--- config.mk ---
export PLATFORM = sky130hd
export DESIGN_NAME = png_header_dimension_parser_core
export DESIGN_NICKNAME = d
export VERILOG_FILES = /design/src/rtl/core/pnghdr_pkg.sv /design/src/rtl/core/pnghdr_step.sv /design/src/rtl/core/png_header_dimension_parser_core.sv
export SDC_FILE = /design/constraint.sdc
export NUM_CORES = 1
export LEC_CHECK = 0
export ABC_AREA = 1
export BUFFER_PORTS_ARGS = -buffer_cell sky130_fd_sc_hd__buf_2
export CORE_MARGIN = 10
export CORE_UTILIZATION = 61
export CTS_CLUSTER_SIZE = 12
export DETAILED_ROUTE_END_ITERATION = 7
export PLACE_DENSITY = 0.8
export SYNTH_ARGS = -nofsm -noshare
export SYNTH_HDL_FRONTEND = slang
export SYNTH_SLANG_ARGS = --single-unit
--- constraint.sdc ---
create_clock -name clk -period 7.11 [get_ports clk]
set_clock_uncertainty 0.15 [all_clocks]
set_input_delay 1.422 -clock clk [delete_from_list [all_inputs] [get_ports clk]]
set_output_delay 1.422 -clock clk [all_outputs]
set_load 0.02 [all_outputs]
--- src/rtl/core/pnghdr_pkg.sv ---
// shared types, codes and signature tables for the png header parser
package pnghdr_pkg;

  localparam logic [2:0] PH_SIG  = 3'd0;
  localparam logic [2:0] PH_LEN  = 3'd1;
  localparam logic [2:0] PH_TAG  = 3'd2;
  localparam logic [2:0] PH_WID  = 3'd3;
  localparam logic [2:0] PH_HGT  = 3'd4;
  localparam logic [2:0] PH_SKIP = 3'd5;
  localparam logic [2:0] PH_DONE = 3'd6;

  localparam logic [1:0] ST_FOUND  = 2'd0;
  localparam logic [1:0] ST_BADSIG = 2'd1;
  localparam logic [1:0] ST_BADLEN = 2'd2;
  localparam logic [1:0] ST_NOTFND = 2'd3;

  localparam logic [31:0] TAG_IHDR   = 32'h4948_4452;
  localparam logic [31:0] IHDR_LEN   = 32'd13;
  localparam logic [3:0]  WORD_BYTES = 4'd4;
  localparam logic [2:0]  SIG_LAST   = 3'd7;
  localparam logic [32:0] CRC_BYTES  = 33'd4;

  // bit 0: png still possible, bit 1: mng still possible
  localparam logic [1:0] SIG_BOTH = 2'b11;

  typedef struct packed {
    logic [2:0]  phase;
    logic [3:0]  byte_count;
    logic [1:0]  sig_match;
    logic [31:0] chunk_length;
    logic [31:0] chunk_tag;
    logic [32:0] skip_remaining;
    logic [31:0] width_acc;
    logic [31:0] height_acc;
  } pnghdr_state_t;

  typedef struct packed {
    logic        valid;
    logic [1:0]  status;
    logic [31:0] width;
    logic [31:0] height;
  } pnghdr_result_t;

  localparam pnghdr_state_t STATE_RESET = '{
    phase:          PH_SIG,
    byte_count:     4'd0,
    sig_match:      SIG_BOTH,
    chunk_length:   32'd0,
    chunk_tag:      32'd0,
    skip_remaining: 33'd0,
    width_acc:      32'd0,
    height_acc:     32'd0
  };

  function automatic logic [7:0] sig_png_byte(input logic [2:0] idx);
    logic [7:0] b;
    unique case (idx)
      3'd0: b = 8'h89;
      3'd1: b = 8'h50;
      3'd2: b = 8'h4e;
      3'd3: b = 8'h47;
      3'd4: b = 8'h0d;
      3'd5: b = 8'h0a;
      3'd6: b = 8'h1a;
      3'd7: b = 8'h0a;
      default: b = 8'h00;
    endcase
    return b;
  endfunction

  function automatic logic [7:0] sig_mng_byte(input logic [2:0] idx);
    logic [7:0] b;
    unique case (idx)
      3'd0: b = 8'h8a;
      3'd1: b = 8'h4d;
      3'd2: b = 8'h4e;
      3'd3: b = 8'h47;
      3'd4: b = 8'h0d;
      3'd5: b = 8'h0a;
      3'd6: b = 8'h1a;
      3'd7: b = 8'h0a;
      default: b = 8'h00;
    endcase
    return b;
  endfunction

endpackage

--- src/rtl/core/pnghdr_step.sv ---
// per-byte next-state and result logic of the png header parser
module pnghdr_step (
  input  pnghdr_pkg::pnghdr_state_t  state_i,
  input  logic [7:0]                 data_byte,
  input  logic                       last_byte,
  output pnghdr_pkg::pnghdr_state_t  state_nxt,
  output pnghdr_pkg::pnghdr_result_t result
);
  import pnghdr_pkg::*;

  logic [2:0]  sig_idx;
  logic [1:0]  match_nxt;
  logic [3:0]  cnt_inc;
  logic [31:0] len_shift;
  logic [31:0] tag_shift;
  logic [31:0] wid_shift;
  logic [31:0] hgt_shift;
  logic [32:0] skip_dec;

  assign sig_idx   = state_i.byte_count[2:0];
  assign match_nxt = state_i.sig_match &
                     {data_byte == sig_mng_byte(sig_idx), data_byte == sig_png_byte(sig_idx)};
  assign cnt_inc   = state_i.byte_count + 4'd1;
  assign len_shift = {state_i.chunk_length[23:0], data_byte};
  assign tag_shift = {state_i.chunk_tag[23:0], data_byte};
  assign wid_shift = {state_i.width_acc[23:0], data_byte};
  assign hgt_shift = {state_i.height_acc[23:0], data_byte};
  assign skip_dec  = (state_i.skip_remaining != 33'd0) ?
                     state_i.skip_remaining - 33'd1 : state_i.skip_remaining;

  always_comb begin
    state_nxt     = state_i;
    result.valid  = 1'b0;
    result.status = ST_NOTFND;
    result.width  = 32'd0;
    result.height = 32'd0;

    unique case (state_i.phase)
      PH_SIG: begin
        state_nxt.sig_match = match_nxt;
        if (match_nxt == 2'b00) begin
          result.valid  = 1'b1;
          result.status = ST_BADSIG;
        end else if (sig_idx == SIG_LAST) begin
          state_nxt.phase        = PH_LEN;
          state_nxt.byte_count   = 4'd0;
          state_nxt.chunk_length = 32'd0;
          if (last_byte) begin
            result.valid  = 1'b1;
            result.status = ST_NOTFND;
          end
        end else begin
          state_nxt.byte_count = {1'b0, sig_idx + 3'd1};
          if (last_byte) begin
            result.valid  = 1'b1;
            result.status = ST_BADSIG;
          end
        end
      end
      PH_LEN: begin
        state_nxt.chunk_length = len_shift;
        state_nxt.byte_count   = cnt_inc;
        if (cnt_inc >= WORD_BYTES) begin
          state_nxt.phase      = PH_TAG;
          state_nxt.byte_count = 4'd0;
          state_nxt.chunk_tag  = 32'd0;
        end
        if (last_byte) begin
          result.valid  = 1'b1;
          result.status = ST_NOTFND;
        end
      end
      PH_TAG: begin
        state_nxt.chunk_tag  = tag_shift;
        state_nxt.byte_count = cnt_inc;
        if (last_byte) begin
          result.valid  = 1'b1;
          result.status = ST_NOTFND;
        end
        if (cnt_inc >= WORD_BYTES) begin
          state_nxt.byte_count = 4'd0;
          if (tag_shift == TAG_IHDR) begin
            if (state_i.chunk_length != IHDR_LEN) begin
              // a bad length on the final byte still reads as not found
              result.valid  = 1'b1;
              result.status = last_byte ? ST_NOTFND : ST_BADLEN;
            end else begin
              state_nxt.phase     = PH_WID;
              state_nxt.width_acc = 32'd0;
            end
          end else begin
            state_nxt.phase          = PH_SKIP;
            state_nxt.skip_remaining = {1'b0, state_i.chunk_length} + CRC_BYTES;
          end
        end
      end
      PH_WID: begin
        state_nxt.width_acc  = wid_shift;
        state_nxt.byte_count = cnt_inc;
        if (cnt_inc >= WORD_BYTES) begin
          state_nxt.phase      = PH_HGT;
          state_nxt.byte_count = 4'd0;
          state_nxt.height_acc = 32'd0;
        end
        if (last_byte) begin
          result.valid  = 1'b1;
          result.status = ST_NOTFND;
        end
      end
      PH_HGT: begin
        state_nxt.height_acc = hgt_shift;
        state_nxt.byte_count = cnt_inc;
        if (cnt_inc >= WORD_BYTES) begin
          result.valid  = 1'b1;
          result.status = ST_FOUND;
          result.width  = state_i.width_acc;
          result.height = hgt_shift;
        end else if (last_byte) begin
          result.valid  = 1'b1;
          result.status = ST_NOTFND;
        end
      end
      PH_SKIP: begin
        state_nxt.skip_remaining = skip_dec;
        if (skip_dec == 33'd0) begin
          state_nxt.phase        = PH_LEN;
          state_nxt.byte_count   = 4'd0;
          state_nxt.chunk_length = 32'd0;
        end
        if (last_byte) begin
          result.valid  = 1'b1;
          result.status = ST_NOTFND;
        end
      end
      default: begin
        // done: swallow bytes until the end mark
      end
    endcase

    if (last_byte) begin
      state_nxt = STATE_RESET;
    end else if (result.valid) begin
      state_nxt.phase = PH_DONE;
    end
  end

endmodule

--- src/rtl/core/png_header_dimension_parser_core.sv ---
// top level of the streaming png/mng header dimension parser
// Usage:
//   in_*  : one file byte per request (in_data_byte) with in_last_byte set on
//           the final byte of the file; valid/ready handshake.
//   out_* : at most one result per file: out_status (found, bad signature,
//           bad ihdr length, not found) with out_width/out_height from the
//           ihdr chunk, zero unless found; valid/ready handshake.
// Timing:
//   a byte is taken into an input register at the request edge and parsed
//   there while the output register is free; a result, if any, is then
//   registered in the output register, which drives out_valid. One byte per
//   cycle is sustained while no result waits on out_ready; the rate is set
//   by the single parse stage between the input and output registers.
// Reset:
//   rst_n low clears both register stages and returns the parser to the
//   signature phase. The parser also rearms itself after every end mark.
// Stall:
//   while a result waits on out_ready the parse stage holds its byte; the
//   input register still fills once, then in_ready drops until the result
//   is taken.
module png_header_dimension_parser_core (
  input  logic        clk,
  input  logic        rst_n,
  input  logic        in_valid,
  output logic        in_ready,
  input  logic [7:0]  in_data_byte,
  input  logic        in_last_byte,
  output logic        out_valid,
  input  logic        out_ready,
  output logic [1:0]  out_status,
  output logic [31:0] out_width,
  output logic [31:0] out_height
);
  import pnghdr_pkg::*;

  logic           s1_valid_r;
  logic [7:0]     s1_byte_r;
  logic           s1_last_r;
  logic           s1_fire;
  logic           out_free;
  pnghdr_state_t  st_r;
  pnghdr_state_t  st_nxt;
  pnghdr_result_t res;
  logic           out_valid_r;
  logic [1:0]     out_status_r;
  logic [31:0]    out_width_r;
  logic [31:0]    out_height_r;

  pnghdr_step u_step (
    .state_i   (st_r),
    .data_byte (s1_byte_r),
    .last_byte (s1_last_r),
    .state_nxt (st_nxt),
    .result    (res)
  );

  // the parse stage moves only when the output register can take a result
  assign out_free = !out_valid_r || out_ready;
  assign s1_fire  = s1_valid_r && out_free;
  assign in_ready = !s1_valid_r || out_free;

  always_ff @(posedge clk) begin
    if (!rst_n) begin
      s1_valid_r <= 1'b0;
    end else if (in_ready) begin
      s1_valid_r <= in_valid;
    end
  end

  always_ff @(posedge clk) begin
    if (in_valid && in_ready) begin
      s1_byte_r <= in_data_byte;
      s1_last_r <= in_last_byte;
    end
  end

  always_ff @(posedge clk) begin
    if (!rst_n) begin
      st_r <= STATE_RESET;
    end else if (s1_fire) begin
      st_r <= st_nxt;
    end
  end

  always_ff @(posedge clk) begin
    if (!rst_n) begin
      out_valid_r <= 1'b0;
    end else if (out_free) begin
      out_valid_r <= s1_fire && res.valid;
    end
  end

  always_ff @(posedge clk) begin
    if (s1_fire && res.valid) begin
      out_status_r <= res.status;
      out_width_r  <= res.width;
      out_height_r <= res.height;
    end
  end

  assign out_valid  = out_valid_r;
  assign out_status = out_status_r;
  assign out_width  = out_width_r;
  assign out_height = out_height_r;

`ifndef SYNTHESIS
  a_dims_zero_unless_found: assert property (@(posedge clk) disable iff (!rst_n)
    out_valid_r && (out_status_r != ST_FOUND) |-> (out_width_r == 32'd0) && (out_height_r == 32'd0))
    else $error("dimensions nonzero on a result other than found");

  a_done_after_result: assert property (@(posedge clk) disable iff (!rst_n)
    s1_fire && res.valid && !s1_last_r |=> st_r.phase == PH_DONE)
    else $error("parser not parked after a result");

  a_rearm_on_end_mark: assert property (@(posedge clk) disable iff (!rst_n)
    s1_fire && s1_last_r |=> (st_r.phase == PH_SIG) && (st_r.byte_count == 4'd0))
    else $error("parser did not rearm after the end mark");

  a_no_result_when_done: assert property (@(posedge clk) disable iff (!rst_n)
    (st_r.phase == PH_DONE) |-> !res.valid)
    else $error("result raised while parked");

  a_stall_only_when_full: assert property (@(posedge clk) disable iff (!rst_n)
    !in_ready |-> s1_valid_r && out_valid_r)
    else $error("input stalled with a free stage");
`endif

endmodule

==> results of run 1 <==
==> power by group through the flow <==
| stage | registers [mW] | clock network, mW | logic (mW) |
|---|---|---|---|
| CTS | 1.56 | 1.34 | 0.540 |
| floorplan | 1.59 | 0 | 0.408 |
| finish | 1.56 | 1.32 | 0.545 |
| detailed placement | 1.59 | 0 | 0.534 |
| global route | 1.56 | 1.38 | 0.609 |
| global placement | 1.58 | 0 | 0.528 |
==> Yosys cell counts, types with 28 or more instances <==
cell type	count
o21ai_0	44
clkbuf_1	52
a21oi_2	28
nor2_1	211
nand2_1	286
a211oi_1	55
inv_1	166
edfxtp_1	75
nand4_1	31
a21oi_1	130
nand3_1	70
dfxtp_1	168
==> cell families after synthesis <==
| group | synth area share, % |
|---|---|
| and+or+nand+nor | 25.2 |
| AOI/OAI and AO/OA | 16.2 |
| buffers and inverters | 8.50 |
| DFF | 46.3 |
| xor gates and xnor gates | 2.75 |
| adders and majority gates | 1.03 |
==> routing by layer <==
layer	routed length [um]	share of wire, %	vias to the layer above
li1	-	-	5228
met1	13800	45	4912
met2	13800	45	367
met3	2160	7.1	56
met4	713	2.3	0
met5	0	0	-
==> registers in the layout, summed over array words and instances, names as in the netlist, named ones only <==
register    cells
st_r          154
out_height     32
s1_byte_r       8
s1_valid_r      1
out_valid       1
out_status      2
s1_last_r       1
out_width      32
==> area by class of cell <==
cell class,count,area [um^2],share of cell area [%]
clock inverter,8,100,0.745
tap,265,332,2.47
multi-input combinational,1053,5520,41.1
sequential,243,5620,41.8
inverter,179,673,5.01
timing repair buffer,89,468,3.48
clock buffer,39,729,5.43
==> worst max-delay path: stages, from the launching register on <==
cell and delay [ns]:
dfxtp_1 0.39, inv_2 0.05, nor2_1 0.20, inv_1 0.14
nor2_4 0.79, clkinv_1 0.79, nor2_1 0.39, nand2_4 0.15
nand3_4 0.62, inv_2 0.11, o21ai_0 0.23, nor2_1 0.06
==> per-stage QoR <==
stage,cell area [um^2],total power [mW],util (%),std cells
finish,13400,3.43,68.8,1876
global route,13400,3.56,68.8,1876
CTS,13400,3.44,68.8,1876
detailed placement,12600,2.12,64.6,1829
global placement,12600,2.11,64.6,1829
floorplan,12100,2.00,-,1549
==> worst max path at each step <==
stage | start | end | slack [ns]
2_1_floorplan | out_ready | out_height[0] | 2.02
3_3_place_gp | st_r[167] | st_r[129] | 3.10
6_report | st_r[167] | st_r[130] | 2.90
3_5_place_dp | st_r[167] | st_r[130] | 2.94
5_1_grt | st_r[167] | st_r[130] | 2.52
4_1_cts | st_r[167] | st_r[130] | 2.95
==> impl_metrics.ini, run 1 <==
[run_status]
outcome = finished clean

[floorplan]
die_h_um = 161
die_area_um2 = 25900
std_cell_rows = 51
boundaryPins = 81
fp.coreArea_um2 = 19500
initial_core_util_pct = 62.1
die_x_um = 161

[power]
switchingPower_mw = 0.976
swShare_pct = 28.5
ir_worst_vdd_v = 0.000156
p_per_area_nw_per_um2 = 255
p_comb_share_pct = 15.9
power_frac_clock_pct = 38.6
seq_power_share_pct = 45.5
cell_internal_pwr_mw = 2.45
p_leak_nw = 5.37

[sta]
tightest_slew_ns = 1.21
finalSetupTns_ns = 0
grt_setup_unrepaired = no
holdWs_ns = 0.313
period_share_pct = 59.2
period_needed_ns = 4.21
setup_viol_count_final = 0
timing.fmax_mhz = 237
max-slew-margin-rel_pct = 19.1
finalHoldViolCount = 0
setup_slack_ns = 2.90
finalMaxSlewViolations = 0

[detailed_routing]
vias_per_cell = 5.63
first_iter_violations = 879
drtAntennaViolNets = 0
routed_wl_mm = 30.5
drc = 0
first_pass_iters = 5
wl_per_cell_um = 16.3
vias = 10563

[cts]
clockBufferDepth = 3
cts_sinks = 243
tritoncts = yes
holdBufCountCts = 0
htreeDepth = 1
root_buffer = clkbuf_16
cts-resized-gates = 0
cts_setup_buffers = 0
clkLatencyLatePin_ns = 0.54
cts_buffers = 26
clk_pin_slew_ns = 0.06

[critical_path]
r2r_slack_ns = 2.90
critPathLaunchType = flip-flop
cp.required_ns = 7.39
cp_data_arrival_time_ns = 4.49
worst-path-max-fanout = 61
worstSetupPathType = flip-flop to flip-flop
cp-end-kind = flip-flop
r2r-end = st_r[130]
r2r_start = st_r[167]
reg2reg_depth = 11

[logic_synthesis]
synth.area.top_cells = dfxtp_1, edfxtp_1, nand2_1, nor2_1, a21oi_1
synth_cell_types = 45
avgSynthCellArea_um2 = 7.83
synthesis.nets = 1572
seq_area_frac_synth_pct = 46.3
synth-edff-count = 75
syn-instance-count = 1549
ys_async_sr_fraction_pct = 0
synth_flop_cell = dfxtp_1
synth_seq_cells = 243
synth_top_area_cell = dfxtp_1
yosys.area.top_type_share_pct = 27.7
synth_area_um2 = 12100
yosys_warnings = 0

[placed_design]
io_buffers = 80
post-place-ws_ns = 2.94
place_congestion = 0.918
dp_hpwl_mm = 20.8

[layout]
final_cell_mix = nand2_1, nor2_1, dfxtp_1
drive_above_1_share_pct = 13.9
final_common_cell = nand2_1
syn2layout_area_growth_pct = 10.9
n_antenna_cell = 0
fillers = 1653
num-nets-final = 1615

[grt]
grt.busiest_layer = met2
grt_use_met1_pct = 31.5
antenna_found_initial = 0
gr-usage-all-layers_pct = 22.7
grt_pass1_wl_mm = 49.8
grt_pass1_vias = 9821
grt_max_degree = 108
grt-ovfl-total = 0
grt_use_met3_pct = 3.43
met2_usage_pct = 35.6

[run]
cap_violations = 0

[hold_path]
min_from = st_r[23]
min_path_type = flip-flop to flip-flop
hold_path_end = st_r[23]
whs_path_depth = 2
(Power assumes the default switching activity.)
==> inputs of run 2 (changes only) <==
- ABC_AREA: 1 -> 0
- clock period: 7.11 -> 4.2 ns (I/O delays scaled with it)
==> impl_metrics.ini, run 2 <==
[run_status]
outcome = finished clean

[placed_design]
dp_hpwl_mm = 21.2
io_buffers = 80
dp_cells = 1651
post-place-ws_ns = -0.0284
place_congestion = 0.954

[critical_path]
worstSetupPathType = flip-flop to flip-flop
path_cells = or4_4 -> or4_4 -> or4_4 -> or3_4 -> nand4_4 -> and3b_1 -> and4b_2 -> nor2_4 -> mux2_4 -> and2_4 -> ha_4 -> or3_1
reg2reg_depth = 12
critPathLaunchType = flip-flop
cp_common_cell = or4_4
cp.required_ns = 4.46
cp_num_cells = 12
r2r_start = st_r[75]
cpLargestDelayFamily = simple AND/OR/NAND/NOR gates
worst-path-max-fanout = 3
critPathLaunch = st_r[75]
path_buf_inv = 0
cp_data_arrival_time_ns = 4.44
max_stage_delay_ns = 0.55
cp-end-kind = flip-flop
r2r_slack_ns = 0.03
critPathSlowestCell = or4_4

[grt]
antenna_found_initial = 0
grt-ovfl-total = 0
grt_pass1_vias = 9606
grt_max_degree = 65
gr-usage-all-layers_pct = 23.1
grt_pass1_wl_mm = 50.2

[floorplan]
die_area_um2 = 25700
initial_core_util_pct = 61.8
die_x_um = 160
fp.coreArea_um2 = 19400
die_h_um = 160
boundaryPins = 81
std_cell_rows = 51

[logic_synthesis]
avgSynthCellArea_um2 = 8.96
yosysMostFrequentCell = dfxtp_1
synthesis.nets = 1361
seq_area_frac_synth_pct = 46.9
syn-instance-count = 1338
synth_top_area_cell = dfxtp_1
yosys.area.top_type_share_pct = 28.1
synth_cell_types = 72
yosys_warnings = 0
synth_commonest_cells = dfxtp_1, nand2_1, nand3_1
synth_area_um2 = 12000
synth.area.top_cells = dfxtp_1, edfxtp_1, nand3_1, nand2_1, and2_1
ys_async_sr_fraction_pct = 0
synth_seq_cells = 243
synth_flop_cell = dfxtp_1
synth-edff-count = 75

[detailed_routing]
vias_per_cell = 5.99
drtAntennaViolNets = 0
vias = 10219
drc = 0
first_iter_violations = 868
wl_per_cell_um = 18.1
first_pass_iters = 5
routed_wl_mm = 30.8

[power]
p_comb_share_pct = 7.1
power_frac_clock_pct = 43.9
p_per_area_nw_per_um2 = 365
swShare_pct = 23.1
switchingPower_mw = 1.17
ir_worst_vdd_v = 0.000357
cell_internal_pwr_mw = 3.91
seq_power_share_pct = 49.0
p_leak_nw = 5.03
finalPower_mw = 5.09

[layout]
utilization_pct = 71.9
ff_latch_area_um2 = 5620
final_common_cell = dfxtp_1
fillers = 1560
instances_no_fill = 1707
largest_register_ff_count = 154
regMostFlops = st_r
drive_above_1_share_pct = 17.2
syn2layout_area_growth_pct = 16.3
num-nets-final = 1446
n_antenna_cell = 0
multi_input_area_um2 = 6030
final_cell_mix = dfxtp_1, nand2_1, nand3_1

[hold_path]
min_path_type = flip-flop to flip-flop

[cts]
clkLatencyLatePin_ns = 0.53
holdBufCountCts = 0
clk_pin_slew_ns = 0.06
htreeDepth = 1
tritoncts = yes
root_buffer = clkbuf_16
cts_sinks = 243
clockBufferDepth = 3
cts_buffers = 26

[sta]
timing.fmax_mhz = 240
period_share_pct = 99.4
setup_slack_ns = 0.0270
tightest_slew_ns = 0.970
setup_viol_count_final = 0
finalSetupTns_ns = 0
period_needed_ns = 4.17
finalHoldViolCount = 0
max-slew-margin-rel_pct = 35.2
finalMaxSlewViolations = 0
grt_setup_unrepaired = yes

[run]
cap_violations = 0
run 2: power by group through the flow:
stage	sequential (mW)	clock (mW)	combinational, mW
floorplan	2.57	0	0.197
global placement	2.54	0	0.345
detailed placement	2.54	0	0.349
CTS	2.49	2.26	0.353
global route	2.50	2.35	0.387
finish	2.49	2.23	0.359
run 2: what timing repair did:
action,4_1_cts,5_1_grt
pin swaps,6,4
setup buffers,2,6
resized for setup,4,8
cloned,0,1
setup endpoints to repair,3,42
run 2: worst reg2reg max path: cells and delay by family (launching register included):
family	cells	cell delay [ns]
mux	1	0.33
simple gates	10	3.12
fa+ha+maj	1	0.15
flops	1	0.32
run 2: kinds of logic (layout without fill, tap and decap cells):
| kind of cell | after synthesis | in the layout | synth area share (%) |
|---|---|---|---|
| adders and majority gates | 10 | 10 | 1.04 |
| buffers and inverters | 120 | 224 | 4.13 |
| and+or+nand+nor | 647 | 647 | 29.0 |
| muxes | 11 | 11 | 0.950 |
| DFF | 243 | 243 | 46.9 |
| AOI/OAI and AO/OA | 262 | 262 | 14.8 |
| xor gates and xnor gates | 45 | 45 | 3.29 |
run 2: cell type report:
cell class                 count  share of cell area, %
clock buffer                  40                   5.26
clock inverter                 7                  0.727
inverter                      13                  0.350
multi-input combinational    975                   43.3
sequential                   243                   40.3
tap                          265                   2.38
timing repair buffer         164                   7.73
run 2: layer usage:
layer	vias up	GRT usage, %	share of wire, %
met5	-	0	0
met4	0	6.72	2.4
met3	58	4.86	7.8
met2	369	37.4	47
met1	4818	30.4	43
li1	4974	-	-
run 2: worst min-delay path by stage:
stage | from | end | slack, ns | cells after the start
6_report | st_r[113] | st_r[113] | 0.30 | 2
3_3_place_gp | st_r[113] | st_r[113] | 0.28 | 2
3_5_place_dp | st_r[119] | st_r[119] | 0.29 | 2
5_1_grt | in_data_byte[4] | s1_byte_r[4] | 0.32 | 1
4_1_cts | st_r[119] | st_r[119] | 0.30 | 2
2_1_floorplan | st_r[113] | st_r[113] | 0.28 | 2
run 2: through the flow:
stage / hold slack, ns / instance area [um^2]
finish: 0.300 / 13900
global route: 0.323 / 13900
CTS: 0.302 / 13800
detailed placement: 0.294 / 13000
global placement: 0.284 / 13000
floorplan: 0.277 / 12100
==> inputs of run 3 (changes only) <==
- PLACE_DENSITY: 0.8 -> 0.77
==> impl_metrics.ini, run 3 (synthesized netlist as in run 2, its figures left out) <==
[detailed_routing]
wl_per_cell_um = 18.2
drtAntennaViolNets = 0
routed_wl_mm = 31.0
first_pass_iters = 5
first_iter_violations = 932
vias_per_cell = 5.96
vias = 10163
drc = 0

[layout]
syn2layout_area_growth_pct = 15.7
regMostFlops = st_r
n_antenna_cell = 0
instances_no_fill = 1705
drive_above_1_share_pct = 16.9
largest_register_ff_count = 154
final_common_cell = dfxtp_1
num-nets-final = 1444
final_cell_mix = dfxtp_1, nand2_1, nand3_1

[placed_design]
place_congestion = 0.931
dp_cells = 1655
dp_hpwl_mm = 21.3
io_buffers = 80

[cts]
cts_buffers = 26
htreeDepth = 1
holdBufCountCts = 0
clk_pin_slew_ns = 0.06
root_buffer = clkbuf_16
tritoncts = yes
cts_sinks = 243
clkLatencyLatePin_ns = 0.54
clockBufferDepth = 3

[sta]
finalMaxSlewViolations = 0
tightest_slew_ns = 0.946
finalSetupTns_ns = 0
setup_viol_count_final = 0
period_share_pct = 99.0
timing.fmax_mhz = 241
period_needed_ns = 4.16
max-slew-margin-rel_pct = 36.8
finalHoldViolCount = 0
grt_setup_unrepaired = yes

[critical_path]
cp_data_arrival_time_ns = 4.42
r2r_slack_ns = 0.04
cp.required_ns = 4.46
critPathLaunchType = flip-flop
cp-end-kind = flip-flop
worstSetupPathType = flip-flop to flip-flop
worst-path-max-fanout = 4

[run_status]
outcome = finished clean

[run]
cap_violations = 0

[power]
p_leak_nw = 5.00
cell_internal_pwr_mw = 3.85
ir_worst_vdd_v = 0.000289
power_frac_clock_pct = 43.3
finalPower_mw = 5.03
seq_power_share_pct = 49.6
swShare_pct = 23.5
p_comb_share_pct = 7.1
p_per_area_nw_per_um2 = 363
switchingPower_mw = 1.18

[floorplan]
die_area_um2 = 25700
die_h_um = 160
die_x_um = 160
boundaryPins = 81
std_cell_rows = 51
initial_core_util_pct = 61.8
fp.coreArea_um2 = 19400

[grt]
grt_pass1_vias = 9450
grt_pass1_wl_mm = 50.9
antenna_found_initial = 0
gr-usage-all-layers_pct = 23.3
grt_max_degree = 84
grt-ovfl-total = 0

[hold_path]
min_path_type = flip-flop to flip-flop
==> run 3: final cells by class <==
class | count | area, um^2
inverter | 13 | 48.8
fill | 1555 | 5530
clock buffer | 39 | 729
tap | 265 | 332
clock inverter | 8 | 77.6
multi-input combinational | 975 | 6020
timing repair buffer | 162 | 1040
sequential | 243 | 5620
==> run 3: power groups by stage <==
stage	combinational [mW]	sequential, mW	clock (mW)
5_1_grt	0.388	2.50	2.30
2_1_floorplan	0.197	2.57	0
3_3_place_gp	0.348	2.54	0
6_report	0.359	2.49	2.18
3_5_place_dp	0.351	2.54	0
4_1_cts	0.355	2.49	2.20
==> run 3: stage by stage <==
step                util (%)  hold slack (ns)  setup WS (ns)  instance area, um^2
finish                  71.5            0.297         0.0438                13900
global placement        67.0            0.287        0.00309                13000
CTS                     71.3            0.301        -0.0253                13800
global route            71.5            0.314        -0.0527                13900
detailed placement      67.0            0.293        -0.0152                13000
floorplan                  -            0.277         -0.243                12100
==> run 3: final timing paths <==
kind	endpoint	depth (start not counted)	start
min reg2reg	st_r[119]	2	st_r[119]
min	st_r[119]	2	st_r[119]
max reg2reg	flip-flop	12	st_r[75]
max	flip-flop	12	st_r[75]
==> run 3: what timing repair did <==
item,CTS,global route
pin swaps,5,3
endpoints found under the setup margin,2,18
gates resized for setup,2,7
buffers inserted,2,1
==> run 3: critical path, stage by stage, from the launching register on <==
cell and delay [ns]:
dfxtp_1 0.31, or4_4 0.54, or4_4 0.55, or4_4 0.51, or3_4 0.40, nand4_4 0.10, and3b_1 0.18, and4b_2 0.25
nor2_4 0.12, mux2_4 0.33, and2_4 0.17, ha_4 0.15, or3_1 0.29
==> run 3: layer usage <==
layer | wire length [um] | track usage (%)
met5 | 0 | 0
met4 | 636 | 7.05
met3 | 1840 | 3.65
met2 | 15000 | 38.0
met1 | 13500 | 31.3
